[src/rtl/ptcp_pkg.sv]
// Shared types and constants for the pulse-time code packer.
package ptcp_pkg;

   // Operation codes carried by an input word.
   localparam logic [1:0] OP_LOAD   = 2'd0;
   localparam logic [1:0] OP_ENCODE = 2'd1;
   localparam logic [1:0] OP_FLUSH  = 2'd2;

   // Fixed field widths.
   localparam int CODE_W   = 15;
   localparam int LEN_W    = 4;
   localparam int TIME_W   = 16;
   localparam int TOL_W    = 8;
   localparam int OUT_W    = 16;
   localparam int COUNT_W  = 5;

   // Tolerance after reset.
   localparam logic [TOL_W-1:0] TOL_RESET = 8'd10;

   // Depth of the command queue between the front and back parts.
   localparam int QUEUE_DEPTH = 4;
   localparam int QPTR_W      = 2;
   localparam int QCNT_W      = 3;

   // Command passed from the front part to the back part.
   typedef struct packed {
      logic              flush;
      logic [CODE_W-1:0] code;
      logic [LEN_W-1:0]  len;
   } cmd_type;

endpackage

[src/rtl/ptcp_req_if.sv]
// Request channel carrying load, encode and flush words.
interface ptcp_req_if;
   logic        valid;
   logic        ready;
   logic [1:0]  operation;
   logic [3:0]  entry_index;
   logic [15:0] entry_time;
   logic [14:0] entry_code;
   logic [3:0]  entry_length;
   logic [15:0] sample_time;

   modport source (output valid, operation, entry_index, entry_time, entry_code,
                   entry_length, sample_time, input ready);
   modport sink (input valid, operation, entry_index, entry_time, entry_code,
                 entry_length, sample_time, output ready);
endinterface

[src/rtl/ptcp_rsp_if.sv]
// Response channel carrying packed stream words.
interface ptcp_rsp_if;
   logic        valid;
   logic        ready;
   logic [15:0] stream_word;
   logic [4:0]  valid_bits;
   logic        last;

   modport source (output valid, stream_word, valid_bits, last, input ready);
   modport sink (input valid, stream_word, valid_bits, last, output ready);
endinterface

[src/rtl/ptcp_csr_if.sv]
// Configuration write channel for the match tolerance register.
interface ptcp_csr_if;
   logic       valid;
   logic       ready;
   logic [7:0] match_tolerance;

   modport source (output valid, match_tolerance, input ready);
   modport sink (input valid, match_tolerance, output ready);
endinterface

[src/rtl/ptcp_front.sv]
// Front part: symbol table, tolerance register and sample classification.
module ptcp_front
   import ptcp_pkg::*;
#(
   parameter int TABLE_ENTRIES    = 16,
   parameter int STREAM_WORD_BITS = 16
) (
   input  logic         clock,
   input  logic         reset,
   ptcp_req_if.sink     req_chan,
   ptcp_csr_if.sink     csr_chan,
   input  logic         queue_full,
   output logic         push_valid,
   output cmd_type      push_cmd
);

   localparam int IW = (TABLE_ENTRIES > 1) ? $clog2(TABLE_ENTRIES) : 1;

   logic [TIME_W-1:0] times_ff   [TABLE_ENTRIES];
   logic [CODE_W-1:0] codes_ff   [TABLE_ENTRIES];
   logic [LEN_W-1:0]  lengths_ff [TABLE_ENTRIES];
   logic [TOL_W-1:0]  tol_ff;

   logic [TABLE_ENTRIES-1:0] hit;
   logic                     found;
   logic [IW-1:0]            sel;
   logic [LEN_W-1:0]         len_clip;
   logic [CODE_W-1:0]        code_mask;
   logic                     accept;
   logic                     load_ok;

   assign req_chan.ready = !queue_full;
   assign csr_chan.ready = 1'b1;
   assign accept = req_chan.valid && req_chan.ready;
   assign load_ok = (32'(req_chan.entry_index) < TABLE_ENTRIES);

   // Window compare against every entry; the window is clipped at zero, not wrapped.
   always_comb begin
      for (int j = 0; j < TABLE_ENTRIES; j++) begin
         hit[j] = ({1'b0, req_chan.sample_time} + {9'd0, tol_ff} >= {1'b0, times_ff[j]})
                  && ({1'b0, req_chan.sample_time} <= {1'b0, times_ff[j]} + {9'd0, tol_ff});
      end
   end

   // Lowest-index match wins.
   always_comb begin
      found = 1'b0;
      sel   = '0;
      for (int j = TABLE_ENTRIES - 1; j >= 0; j--) begin
         if (hit[j]) begin
            found = 1'b1;
            sel   = IW'(j);
         end
      end
   end

   // Clip the length to a stream word and drop code bits above it.
   always_comb begin
      len_clip = lengths_ff[sel];
      if (32'(lengths_ff[sel]) > STREAM_WORD_BITS) begin
         len_clip = LEN_W'(STREAM_WORD_BITS);
      end
      for (int i = 0; i < CODE_W; i++) begin
         code_mask[i] = codes_ff[sel][i] && (i < 32'(len_clip));
      end
   end

   // Classify the accepted word into a command for the back part.
   always_comb begin
      push_valid     = 1'b0;
      push_cmd.flush = 1'b0;
      push_cmd.code  = code_mask;
      push_cmd.len   = len_clip;
      unique case (req_chan.operation)
         OP_ENCODE: begin
            push_valid = accept && (req_chan.sample_time != '0) && found
                         && (len_clip != '0);
         end
         OP_FLUSH: begin
            push_valid     = accept;
            push_cmd.flush = 1'b1;
         end
         default: begin
            push_valid = 1'b0;
         end
      endcase
   end

   // Table writes and the tolerance register.
   always_ff @(posedge clock) begin
      if (reset) begin
         tol_ff <= TOL_RESET;
         for (int j = 0; j < TABLE_ENTRIES; j++) begin
            times_ff[j]   <= '0;
            codes_ff[j]   <= '0;
            lengths_ff[j] <= '0;
         end
      end else begin
         if (csr_chan.valid) begin
            tol_ff <= csr_chan.match_tolerance;
         end
         if (accept && (req_chan.operation == OP_LOAD) && load_ok) begin
            times_ff[IW'(req_chan.entry_index)]   <= req_chan.entry_time;
            codes_ff[IW'(req_chan.entry_index)]   <= req_chan.entry_code;
            lengths_ff[IW'(req_chan.entry_index)] <= req_chan.entry_length;
         end
      end
   end

endmodule

[src/rtl/ptcp_queue.sv]
// Short command queue between the front and back parts.
module ptcp_queue
   import ptcp_pkg::*;
(
   input  logic    clock,
   input  logic    reset,
   input  logic    push_valid,
   input  cmd_type push_cmd,
   output logic    full,
   output logic    empty,
   input  logic    pop,
   output cmd_type head_cmd
);

   cmd_type           slots_ff [QUEUE_DEPTH];
   logic [QPTR_W-1:0] wr_ptr_ff;
   logic [QPTR_W-1:0] rd_ptr_ff;
   logic [QCNT_W-1:0] count_ff;
   logic              do_push;
   logic              do_pop;

   assign full     = (count_ff == QCNT_W'(QUEUE_DEPTH));
   assign empty    = (count_ff == '0);
   assign head_cmd = slots_ff[rd_ptr_ff];
   assign do_push  = push_valid && !full;
   assign do_pop   = pop && !empty;

   // Storage has no reset; only pointers and count are cleared.
   always_ff @(posedge clock) begin
      if (do_push) begin
         slots_ff[wr_ptr_ff] <= push_cmd;
      end
   end

   // Pointer and occupancy tracking.
   always_ff @(posedge clock) begin
      if (reset) begin
         wr_ptr_ff <= '0;
         rd_ptr_ff <= '0;
         count_ff  <= '0;
      end else begin
         if (do_push) begin
            wr_ptr_ff <= wr_ptr_ff + 1'b1;
         end
         if (do_pop) begin
            rd_ptr_ff <= rd_ptr_ff + 1'b1;
         end
         if (do_push && !do_pop) begin
            count_ff <= count_ff + 1'b1;
         end else if (do_pop && !do_push) begin
            count_ff <= count_ff - 1'b1;
         end
      end
   end

endmodule

[src/rtl/ptcp_back.sv]
// Back part: bit accumulator, word packing and the output register.
module ptcp_back
   import ptcp_pkg::*;
#(
   parameter int STREAM_WORD_BITS = 16
) (
   input  logic     clock,
   input  logic     reset,
   input  logic     empty,
   input  cmd_type  head_cmd,
   output logic     pop,
   ptcp_rsp_if.source rsp_chan
);

   localparam int W  = STREAM_WORD_BITS;
   localparam int FW = $clog2(W + 1);

   logic [W-1:0]       acc_ff,  acc_in;
   logic [FW-1:0]      fill_ff, fill_in;
   logic               out_valid_ff;
   logic [OUT_W-1:0]   word_ff,  word_in;
   logic [COUNT_W-1:0] bits_ff,  bits_in;
   logic               last_ff,  last_in;
   logic               emit;

   logic [2*W-1:0] merged;
   logic [FW:0]    total;
   logic [FW-1:0]  rem;
   logic [FW-1:0]  pad;
   logic [W-1:0]   full_word;

   // Advance whenever the output slot is free or being drained.
   assign pop = !empty && (!out_valid_ff || rsp_chan.ready);

   assign rsp_chan.valid       = out_valid_ff;
   assign rsp_chan.stream_word = word_ff;
   assign rsp_chan.valid_bits  = bits_ff;
   assign rsp_chan.last        = last_ff;

   // Append and flush datapath.
   always_comb begin
      merged    = ({{W{1'b0}}, acc_ff} << head_cmd.len)
                  | {{(2*W-CODE_W){1'b0}}, head_cmd.code};
      total     = (FW+1)'(fill_ff) + (FW+1)'(head_cmd.len);
      rem       = FW'(total - (FW+1)'(W));
      pad       = FW'(W) - fill_ff;
      full_word = W'(merged >> rem);
      acc_in    = acc_ff;
      fill_in   = fill_ff;
      word_in   = word_ff;
      bits_in   = bits_ff;
      last_in   = last_ff;
      emit      = 1'b0;
      if (head_cmd.flush) begin
         if (fill_ff != '0) begin
            emit    = 1'b1;
            word_in = OUT_W'(acc_ff << pad);
            bits_in = COUNT_W'(fill_ff);
            last_in = 1'b1;
         end
         acc_in  = '0;
         fill_in = '0;
      end else if (total < (FW+1)'(W)) begin
         acc_in  = W'(merged);
         fill_in = FW'(total);
      end else begin
         emit    = 1'b1;
         word_in = OUT_W'(full_word);
         bits_in = COUNT_W'(W);
         last_in = 1'b0;
         acc_in  = W'(merged) & ~({W{1'b1}} << rem);
         fill_in = rem;
      end
   end

   // Accumulator state and the output register.
   always_ff @(posedge clock) begin
      if (reset) begin
         acc_ff       <= '0;
         fill_ff      <= '0;
         out_valid_ff <= 1'b0;
      end else begin
         if (pop) begin
            acc_ff  <= acc_in;
            fill_ff <= fill_in;
         end
         // A new stream word takes the output slot; otherwise a drained slot empties.
         if (pop && emit) begin
            out_valid_ff <= 1'b1;
         end else if (rsp_chan.ready) begin
            out_valid_ff <= 1'b0;
         end
      end
      if (pop && emit) begin
         word_ff <= word_in;
         bits_ff <= bits_in;
         last_ff <= last_in;
      end
   end

endmodule

[src/rtl/pulse_time_code_packer_unit.sv]
// Pulse-time code packer: matches pulse samples to table codes and packs them.
//
// Use: words on req_chan load table entries, encode samples or flush the
// partial stream word. A sample matches the lowest-index entry whose time lies
// within plus or minus the match tolerance; its code is packed MSB first into
// stream words that leave on rsp_chan. csr_chan writes the tolerance and is
// always ready; write it only while the block is idle.
// Throughput: one request word per cycle unless the command queue is full, and
// one stream word per cycle unless rsp_chan stalls; set by the parallel table
// compare in the front part and the back part's combinational merge shifter.
// Path: a word that completes a stream word enters the command queue when it
// is accepted and moves into the output register once it heads the queue and
// the output slot is free or draining; the stream word then shows on rsp_chan.
// Reset: the table is cleared to zero, the tolerance returns to 10 and the
// accumulator is emptied.
// Stall: while rsp_chan is stalled the back part holds its output; the front
// part keeps accepting until the four-entry command queue fills, then drops
// req_chan.ready.
module pulse_time_code_packer_unit
   import ptcp_pkg::*;
#(
   parameter int TABLE_ENTRIES    = 16,
   parameter int STREAM_WORD_BITS = 16
) (
   input  logic       clock,
   input  logic       reset,
   ptcp_req_if.sink   req_chan,
   ptcp_csr_if.sink   csr_chan,
   ptcp_rsp_if.source rsp_chan
);

   logic    push_valid;
   cmd_type push_cmd;
   logic    queue_full;
   logic    queue_empty;
   logic    pop;
   cmd_type head_cmd;

   // Classification and table lookup.
   ptcp_front #(
      .TABLE_ENTRIES    (TABLE_ENTRIES),
      .STREAM_WORD_BITS (STREAM_WORD_BITS)
   ) u_front (
      .clock      (clock),
      .reset      (reset),
      .req_chan   (req_chan),
      .csr_chan   (csr_chan),
      .queue_full (queue_full),
      .push_valid (push_valid),
      .push_cmd   (push_cmd)
   );

   // Decoupling queue.
   ptcp_queue u_queue (
      .clock      (clock),
      .reset      (reset),
      .push_valid (push_valid),
      .push_cmd   (push_cmd),
      .full       (queue_full),
      .empty      (queue_empty),
      .pop        (pop),
      .head_cmd   (head_cmd)
   );

   // Packing and output.
   ptcp_back #(
      .STREAM_WORD_BITS (STREAM_WORD_BITS)
   ) u_back (
      .clock    (clock),
      .reset    (reset),
      .empty    (queue_empty),
      .head_cmd (head_cmd),
      .pop      (pop),
      .rsp_chan (rsp_chan)
   );

endmodule
[src/flat_wrapper.sv]
// flat-port wrapper written by rule: the top's interface ports become plain ports
module pulse_time_code_packer_unit_flat import ptcp_pkg::*;
#(
   parameter int TABLE_ENTRIES    = 16,
   parameter int STREAM_WORD_BITS = 16
)
  (clock, reset, req_chan_valid, req_chan_operation, req_chan_entry_index, req_chan_entry_time, req_chan_entry_code, req_chan_entry_length, req_chan_sample_time, req_chan_ready, csr_chan_valid, csr_chan_match_tolerance, csr_chan_ready, rsp_chan_valid, rsp_chan_stream_word, rsp_chan_valid_bits, rsp_chan_last, rsp_chan_ready);
  ptcp_req_if req_chan_i ();
  ptcp_csr_if csr_chan_i ();
  ptcp_rsp_if rsp_chan_i ();
  input  logic clock;
  input  logic reset;
  input wire logic [$bits(req_chan_i.valid)-1:0] req_chan_valid;
  input wire logic [$bits(req_chan_i.operation)-1:0] req_chan_operation;
  input wire logic [$bits(req_chan_i.entry_index)-1:0] req_chan_entry_index;
  input wire logic [$bits(req_chan_i.entry_time)-1:0] req_chan_entry_time;
  input wire logic [$bits(req_chan_i.entry_code)-1:0] req_chan_entry_code;
  input wire logic [$bits(req_chan_i.entry_length)-1:0] req_chan_entry_length;
  input wire logic [$bits(req_chan_i.sample_time)-1:0] req_chan_sample_time;
  output wire logic [$bits(req_chan_i.ready)-1:0] req_chan_ready;
  input wire logic [$bits(csr_chan_i.valid)-1:0] csr_chan_valid;
  input wire logic [$bits(csr_chan_i.match_tolerance)-1:0] csr_chan_match_tolerance;
  output wire logic [$bits(csr_chan_i.ready)-1:0] csr_chan_ready;
  output wire logic [$bits(rsp_chan_i.valid)-1:0] rsp_chan_valid;
  output wire logic [$bits(rsp_chan_i.stream_word)-1:0] rsp_chan_stream_word;
  output wire logic [$bits(rsp_chan_i.valid_bits)-1:0] rsp_chan_valid_bits;
  output wire logic [$bits(rsp_chan_i.last)-1:0] rsp_chan_last;
  input wire logic [$bits(rsp_chan_i.ready)-1:0] rsp_chan_ready;
  assign req_chan_i.valid = req_chan_valid;
  assign req_chan_i.operation = req_chan_operation;
  assign req_chan_i.entry_index = req_chan_entry_index;
  assign req_chan_i.entry_time = req_chan_entry_time;
  assign req_chan_i.entry_code = req_chan_entry_code;
  assign req_chan_i.entry_length = req_chan_entry_length;
  assign req_chan_i.sample_time = req_chan_sample_time;
  assign req_chan_ready = req_chan_i.ready;
  assign csr_chan_i.valid = csr_chan_valid;
  assign csr_chan_i.match_tolerance = csr_chan_match_tolerance;
  assign csr_chan_ready = csr_chan_i.ready;
  assign rsp_chan_valid = rsp_chan_i.valid;
  assign rsp_chan_stream_word = rsp_chan_i.stream_word;
  assign rsp_chan_valid_bits = rsp_chan_i.valid_bits;
  assign rsp_chan_last = rsp_chan_i.last;
  assign rsp_chan_i.ready = rsp_chan_ready;
  pulse_time_code_packer_unit #(.TABLE_ENTRIES(TABLE_ENTRIES), .STREAM_WORD_BITS(STREAM_WORD_BITS)) u_core (.clock(clock), .reset(reset), .req_chan(req_chan_i), .csr_chan(csr_chan_i), .rsp_chan(rsp_chan_i));
endmodule
[config.mk]
export PLATFORM = sky130hd
export DESIGN_NAME = pulse_time_code_packer_unit_flat
export DESIGN_NICKNAME = d
export VERILOG_FILES = /design/src/rtl/ptcp_pkg.sv /design/src/rtl/ptcp_req_if.sv /design/src/rtl/ptcp_rsp_if.sv /design/src/rtl/ptcp_csr_if.sv /design/src/rtl/ptcp_front.sv /design/src/rtl/ptcp_queue.sv /design/src/rtl/ptcp_back.sv /design/src/rtl/pulse_time_code_packer_unit.sv /design/src/flat_wrapper.sv
export SDC_FILE = /design/constraint.sdc
export NUM_CORES = 2
export LEC_CHECK = 0
export BUFFER_PORTS_ARGS = -buffer_cell sky130_fd_sc_hd__buf_2
export CAP_MARGIN = 5
export CORE_MARGIN = 5
export CORE_UTILIZATION = 25
export DETAILED_ROUTE_END_ITERATION = 8
export PLACE_DENSITY = 0.46
export SLEW_MARGIN = 20
export SYNTH_ARGS = -nofsm -noshare
export SYNTH_HDL_FRONTEND = slang
export SYNTH_SLANG_ARGS = --single-unit
[constraint.sdc]
create_clock -name clock -period 27.6 [get_ports clock]
set_input_delay 4.14 -clock clock [delete_from_list [all_inputs] [get_ports clock]]
set_output_delay 4.14 -clock clock [all_outputs]
set_load 0.01 [all_outputs]
# == After elaboration in Yosys (flattened, before gate mapping) ==
# Memory sizes are Yosys's and may differ from the RTL's. A register that Yosys moved wholly into a read port is not among the register bits.
# Index checks and enable logic that the tools add are counted.
# word_totals
ff_bits,59
ramBits,640
in_bits,70
output_inout_bits,25
elab_cells,229
n_memories,4
# mem_list
name,depth,word_bits,rd,rd_clocked_by_memory_dff,wr,line,source
u_core.u_front.times_ff,16,16,16,0,16,ptcp_front.sv:19,logic [TIME_W-1:0] times_ff [TABLE_ENTRIES];
u_core.u_front.codes_ff,16,15,1,0,16,ptcp_front.sv:20,logic [CODE_W-1:0] codes_ff [TABLE_ENTRIES];
u_core.u_queue.slots_ff,4,20,1,1,1,ptcp_queue.sv:15,cmd_type slots_ff [QUEUE_DEPTH];
u_core.u_front.lengths_ff,16,4,1,0,16,ptcp_front.sv:21,logic [LEN_W-1:0] lengths_ff [TABLE_ENTRIES];
# classes
add_sub_neg,24
n_lt_le_gt_ge,48
eq_ne,5
n_shift,4
n_mux,72
n_bitwise,3
reduce_logical,59
# ops
operator,n
16-bit by 8-bit adder with 17-bit output,17
17-bit by 16-bit greater-or-equal comparator with 1-bit output,16
16-bit by 17-bit <= comparator with 1-bit output,16
16-bit 2-to-1 mux,6
4-bit 2-to-1 mux,20
1-bit logical AND,42
1-bit 2-to-1 mux,35
32-bit by 15-bit bitwise OR with 32-bit output,1
16-bit by 4-bit left shift with 32-bit output,1
32-bit by 5-bit >> shifter with 16-bit output,1
4-bit less-than comparator (first input constant),7
5-bit 2-to-1 mux,5
16-bit bitwise AND,1
3-bit by 4-bit less-than comparator with 1-bit output (first input constant),4
16-bit NOT,1
16-bit nonzero test,1
16-bit OR reduction,1
16-bit by 5-bit left shift with 16-bit output,1
16-bit by 5-bit left shift with 16-bit output (first input constant),1
15-bit 2-to-1 mux,1
15-bit OR reduction,1
1-bit by 4-bit less-than comparator with 1-bit output (first input constant),2
2-bit by 4-bit less-than comparator with 1-bit output (first input constant),2
5-bit by 4-bit adder with 6-bit output,1
other kinds (23),31

# == Logic depth before layout (Yosys ltp) ==
# An unclocked memory read counts as a cell.
# depth
ltp_word,29
depth_mapped,37

# == Modules after synthesis ==
# From an unflattened synthesis, not the netlist that was laid out.
# hier_totals
cells_unflattened,5152
hier_area_um2,53172.2
# by_module_without_submodules
module,n_inst,cells_per_inst,area_each_um2,seq_area_each_um2
ptcp_front,1,4243,43844.6,16976.3
ptcp_back,1,757,5972.0,1101.1
ptcp_queue,1,152,3355.7,2582.5

# == Worst setup path before layout ==
# No wires, ideal clock.
# synth_path
path_type,input port to flip-flop
start,input port req_chan_sample_time[1]
end,memory u_core.u_queue.slots_ff[0][0] (netlist name) (enable)
setup_time_ns,0.428
arrival_time_ns,11.029
path_slack_ns,16.143
cell_stages,30
path_cell_list,ha_1 -> a21o_1 -> a21oi_1 -> o21bai_1 -> a21oi_1 -> o21bai_1 -> a21oi_1 -> nor2b_1 -> o21ai_0 -> or2_2 -> nor2_1 -> xor2_1 -> ha_1 -> o21ai_0 -> a21oi_1 -> a211o_1 -> a211oi_1 -> nor2_1 -> a311o_1 -> o31ai_2 -> a21oi_2 -> buf_6 -> buf_2 -> buf_2 -> o22ai_1 -> a31oi_1 -> nand2_1 -> buf_2 -> o31ai_2 -> a21boi_0
# synth_lines
item,line,source
"start, declared",flat_wrapper.sv:19,input wire logic [$bits(req_chan_i.sample_time)-1:0] req_chan_sample_time;
"end, declared",ptcp_queue.sv:15,

# == Worst setup path in the final report ==
# layout_path
start,input port req_chan_sample_time[1]
end,register u_core.u_queue.count_ff[2]
# layout_between
elab_chain_cells,27
# layout_lines
item,line,source
16-bit by 8-bit adder with 17-bit output,ptcp_front.sv:40,"hit[j] = ({1'b0, req_chan.sample_time} + {9'd0, tol_ff} >= {1'b0, times_ff[j]})"
17-bit by 16-bit greater-or-equal comparator with 1-bit output,ptcp_front.sv:40,
1-bit logical AND,ptcp_front.sv:41,"&& ({1'b0, req_chan.sample_time} <= {1'b0, times_ff[j]} + {9'd0, tol_ff});"
4-bit 2-to-1 mux (16 in a row),ptcp_front.sv:50,if (hit[j]) begin
memory read 16 x 4 bit,n/a,
4-bit nonzero test,ptcp_front.sv:77,&& (len_clip != '0);
1-bit logical AND (*),ptcp_front.sv:77,
1-bit one-hot mux with 2 select lines (*),ptcp_front.sv:74,unique case (req_chan.operation)
1-bit logical AND (*),ptcp_queue.sv:25,assign do_push = push_valid && !full;
named net u_core.u_queue.do_push,ptcp_queue.sv:19,logic do_push;
1-bit logical NOT,ptcp_queue.sv:50,end else if (do_pop && !do_push) begin
1-bit logical AND,ptcp_queue.sv:50,
2-bit nonzero test (no source line),n/a,
"end signal, assigned",ptcp_queue.sv:49,count_ff <= count_ff + 1'b1;
"end signal, assigned",ptcp_queue.sv:51,count_ff <= count_ff - 1'b1;
"end, declared",ptcp_queue.sv:18,logic [QCNT_W-1:0] count_ff;
# Mark *: on every way through the listed nets, which the timed path passes. The rest lies on a longest branch.
# A chain may end at the register's enable or synchronous reset.

==> run_results.csv <==
group,metric,value,unit
setup_path,worstPathRequired,28.23,ns
setup_path,crit_top_cell,"a21oi_1",
clock_tree,post_cts_buffers,0,
setup_path,crit_family,"compound AO/OA/AOI/OAI gates",
status,status,"finished, final reports clean",
placement,port_buffers,93,
yosys,synth_seq_area_share,39.9,%
power,swShare,39.0,%
power,p_switching,1.56,mW
sta,tightest_slew,1.19,ns
flow_run,cap_violations,0,
yosys,synth_seq_cells,701,
setup_path,crit_type,"input port to register",
detailed_routing,viasPerCell,5.05,
global_routing,overflow,0,
clock_tree,clk_pin_slew,0.06,ns
clock_tree,cts-root-buf,"clkbuf_16",
sta,drv_slew,0,
yosys,synth_nets,5934,
die,die_h,465,um
worst_hold_path,hold_start,"u_core.u_back.rsp_chan.valid",
sta,hold-worst-slack,0.515,ns
sta,worst_clock_skew,0.0493,ns
global_routing,grt_pass1_wl,280000,um
global_routing,grt_pass1_vias,39509,
power,p_int,2.44,mW
sta,relSlewSlack,20.1,%
layout,drive_gt1_share,8.36,%
clock_tree,cts_resized,0,
sta,tns,0,ns
detailed_routing,drc,0,
detailed_routing,drtIter0Drc,3554,
placement,dp_slack,13.07,ns
die,die_x,465,um
global_routing,grt_max_degree,61,
clock_tree,hold_buffers,0,
die,die_area,216000,um^2
yosys,synth_edf_count,662,
layout,area_growth,13.8,%
clock_tree,h-tree-depth,3,
worst_hold_path,hp-class,"register to register",
clock_tree,numCtsBuffers,86,
clock_tree,cts_max_path_buffers,3,
power,leakage,23.6,nW
global_routing,antenna_found_initial,46,
detailed_routing,first_pass_iters,6,
setup_path,cp_data_arrival_time,14.49,ns
detailed_routing,dr_total_vias,40670,
setup_path,start_kind,"input port",
global_routing,grt.total_usage,17.5,%
die,rows,167,
die,coreArea,207000,um^2
layout,fillers,21431,
power,vdd_drop_max,0.0813,mV
layout,multi_input_area,29500,um^2
detailed_routing,wl_per_cell,24.3,um
detailed_routing,detail-route-antenna-nets,0,
yosys,netlist_area,51800,um^2
clock_tree,cts_tree,"done",
sta,finalCritPeriodShare,50.2,%
power,pwr-share-seq,32.6,%
power,clockPowerShare,28.6,%
yosys,avgSynthCellArea,9.99,um^2
setup_path,worst_r2r_path_depth,35,
sta,final-setup-viol-count,0,
yosys,synthArstFlopShare,0,%
setup_path,critical_path.max_stage_delay,0.82,ns
setup_path,reg2reg_from,"u_core.u_front.tol_ff[1]",
yosys,ys_warn_count,0,
setup_path,path_buf_inv,6,
yosys,yosysUniqueCellTypes,93,
yosys,ys.flop_type,"edfxtp_1",
clock_tree,clk_latency,0.71,ns
worst_hold_path,min_to,"u_core.u_back.rsp_chan.valid",
setup_path,cp_max_fo,60,
die,initial_utilization,25.1,%
power,comb_power_share,38.7,%
sta,max_freq,72.1,MHz
clock_tree,clock_sinks,701,
sta,hold_viol,0,
layout,nNetsFinal,6021,
placement,gp_congestion,0.879,
yosys,synthCells,5183,
placement,dp_hpwl,129000,um
setup_path,ff2ff_setup_slack,16.96,ns
sta,postLayoutSetupSlackWorst,13.74,ns
setup_path,crit_path_end_kind,"register",
sta,post-route-min-period,13.86,ns
die,io_pins,95,
sta,rsz0062_at_grt,"no",
layout,regArea,20700,um^2
detailed_routing,drt-total-wl,196000,um
setup_path,worstReg2RegEnd,"u_core.u_queue.count_ff[2]",
setup_path,slowest_stage,"o21ai_0",
power,power_density,67.9,nW/um^2
worst_hold_path,worstHoldPathCells,2,
==> logic make-up (layout without fill, tap and decap cells) <==
logic type	Yosys count	after routing	share of synthesized area [%]
simple gates	1760	1760	17.9
compound gates	1074	1074	13.3
flops	701	701	39.9
fa+ha+maj	681	681	16.7
buf+inv	548	702	4.04
xor+xnor	232	232	3.92
mux	186	186	4.19
other cells	1	18	0.00724
==> how the worst max path moves through the flow <==
stage / endpoint / cells after the start / start / slack [ns]
final: u_core.u_queue.count_ff[2] / 37 / req_chan_sample_time[1] / 13.74
after global routing: u_core.u_queue.count_ff[2] / 36 / req_chan_sample_time[1] / 13.27
after CTS: u_core.u_queue.count_ff[2] / 36 / req_chan_sample_time[1] / 13.85
after detailed placement: u_core.u_queue.count_ff[2] / 36 / req_chan_sample_time[1] / 13.07
after global placement: u_core.u_queue.count_ff[2] / 36 / req_chan_sample_time[1] / 13.16
after floorplan: u_core.u_queue.slots_ff[0][0] / 30 / req_chan_sample_time[1] / 16.14
==> cell type report <==
| cell class | instances | share of cell area, % |
|---|---|---|
| multi-input combinational | 3934 | 50.1 |
| sequential | 701 | 35.1 |
| tap | 2704 | 5.74 |
| clock buffer | 108 | 3.85 |
| inverter | 351 | 2.24 |
| timing repair buffer | 196 | 2.11 |
| clock inverter | 47 | 0.864 |
| antenna | 17 | 0.0722 |
==> power by group through the flow <==
stage | registers [mW] | clock network [mW] | logic (mW)
global route | 1.31 | 1.22 | 1.70
CTS | 1.31 | 1.18 | 1.54
detailed placement | 1.33 | 0 | 1.54
floorplan | 1.32 | 0 | 1.03
global placement | 1.33 | 0 | 1.53
finish | 1.31 | 1.15 | 1.55
==> worst reg2reg max path, delay by kind of cell (launching register included) <==
kind | cells | cell delay (ns)
AO/OA/AOI/OAI | 18 | 5.17
AND/OR/NAND/NOR | 7 | 1.72
buffers and inverters | 4 | 1.22
adder cells (fa/ha/maj) | 4 | 1.09
flip-flops | 1 | 0.81
XOR/XNOR | 2 | 0.59
==> placed cells by master (no fill, tap or decap), types with 58 or more instances in the layout <==
cell type | netlist | final
buf_2 | 17 | 93
a211oi_1 | 109 | 109
nor2_1 | 282 | 270
a21oi_1 | 309 | 308
nand2_1 | 362 | 362
a31oi_1 | 58 | 58
nor3_1 | 68 | 64
clkbuf_16 | 0 | 87
mux2i_1 | 152 | 152
inv_1 | 349 | 349
a21o_1 | 91 | 89
nand3_1 | 125 | 124
edfxtp_1 | 662 | 662
buf_4 | 1 | 102
ha_1 | 662 | 662
and2_1 | 570 | 570
xnor2_1 | 194 | 183
o21ai_0 | 201 | 189
and3_1 | 94 | 94
nand4_1 | 81 | 81
==> Yosys cell counts, types with 42 or more instances <==
cell type / count / share of area [%]
nor2b_1: 42 / 0.51
and2_1: 570 / 6.9
a21o_1: 91 / 1.3
nand3_1: 125 / 1.2
inv_1: 349 / 2.5
edfxtp_1: 662 / 38
nor2_1: 282 / 2.0
nand4_1: 81 / 0.98
a21oi_1: 309 / 3.0
ha_1: 662 / 16
nor3_1: 68 / 0.66
and3_1: 94 / 1.1
a211oi_1: 109 / 1.6
o21ai_0: 201 / 1.9
clkbuf_1: 163 / 1.2
xnor2_1: 194 / 3.3
mux2i_1: 152 / 2.9
a31oi_1: 58 / 0.70
o21bai_1: 45 / 0.65
nand2_1: 362 / 2.6
==> registers in the layout, summed over array words and instances (netlist names), 3 cells and up, named ones only <==
name	count
u_core.u_front.tol_ff	8
u_core.u_queue.slots_ff	80
u_core.u_front.lengths_ff	64
u_core.u_front.times_ff	256
u_core.u_queue.count_ff	3
u_core.u_back.rsp_chan.valid_bits	5
u_core.u_front.codes_ff	240
u_core.u_back.acc_ff	16
u_core.u_back.rsp_chan.stream_word	16
u_core.u_back.fill_ff	5
==> per-stage QoR <==
stage          util (%)  power (mW)  instances  cell area (um^2)
2_1_floorplan         -        2.35       5183             51800
3_3_place_gp       27.1        2.86       7885             56100
3_5_place_dp       27.1        2.86       7885             56100
4_1_cts            28.5        4.03       8040             58900
5_1_grt            28.5        4.23       8049             58900
6_report           28.5        4.00       8058             58900
==> metal layers <==
layer  up-vias  global-route usage [%]  routed length (um)
met5         -                       0                  34
met4         6                    5.25                5350
met3       284                    2.32               11800
met2      1258                    29.0               90600
met1     20011                    23.8               87900
li1      19111                       -                   -
Power figures use the tool's default switching activity.
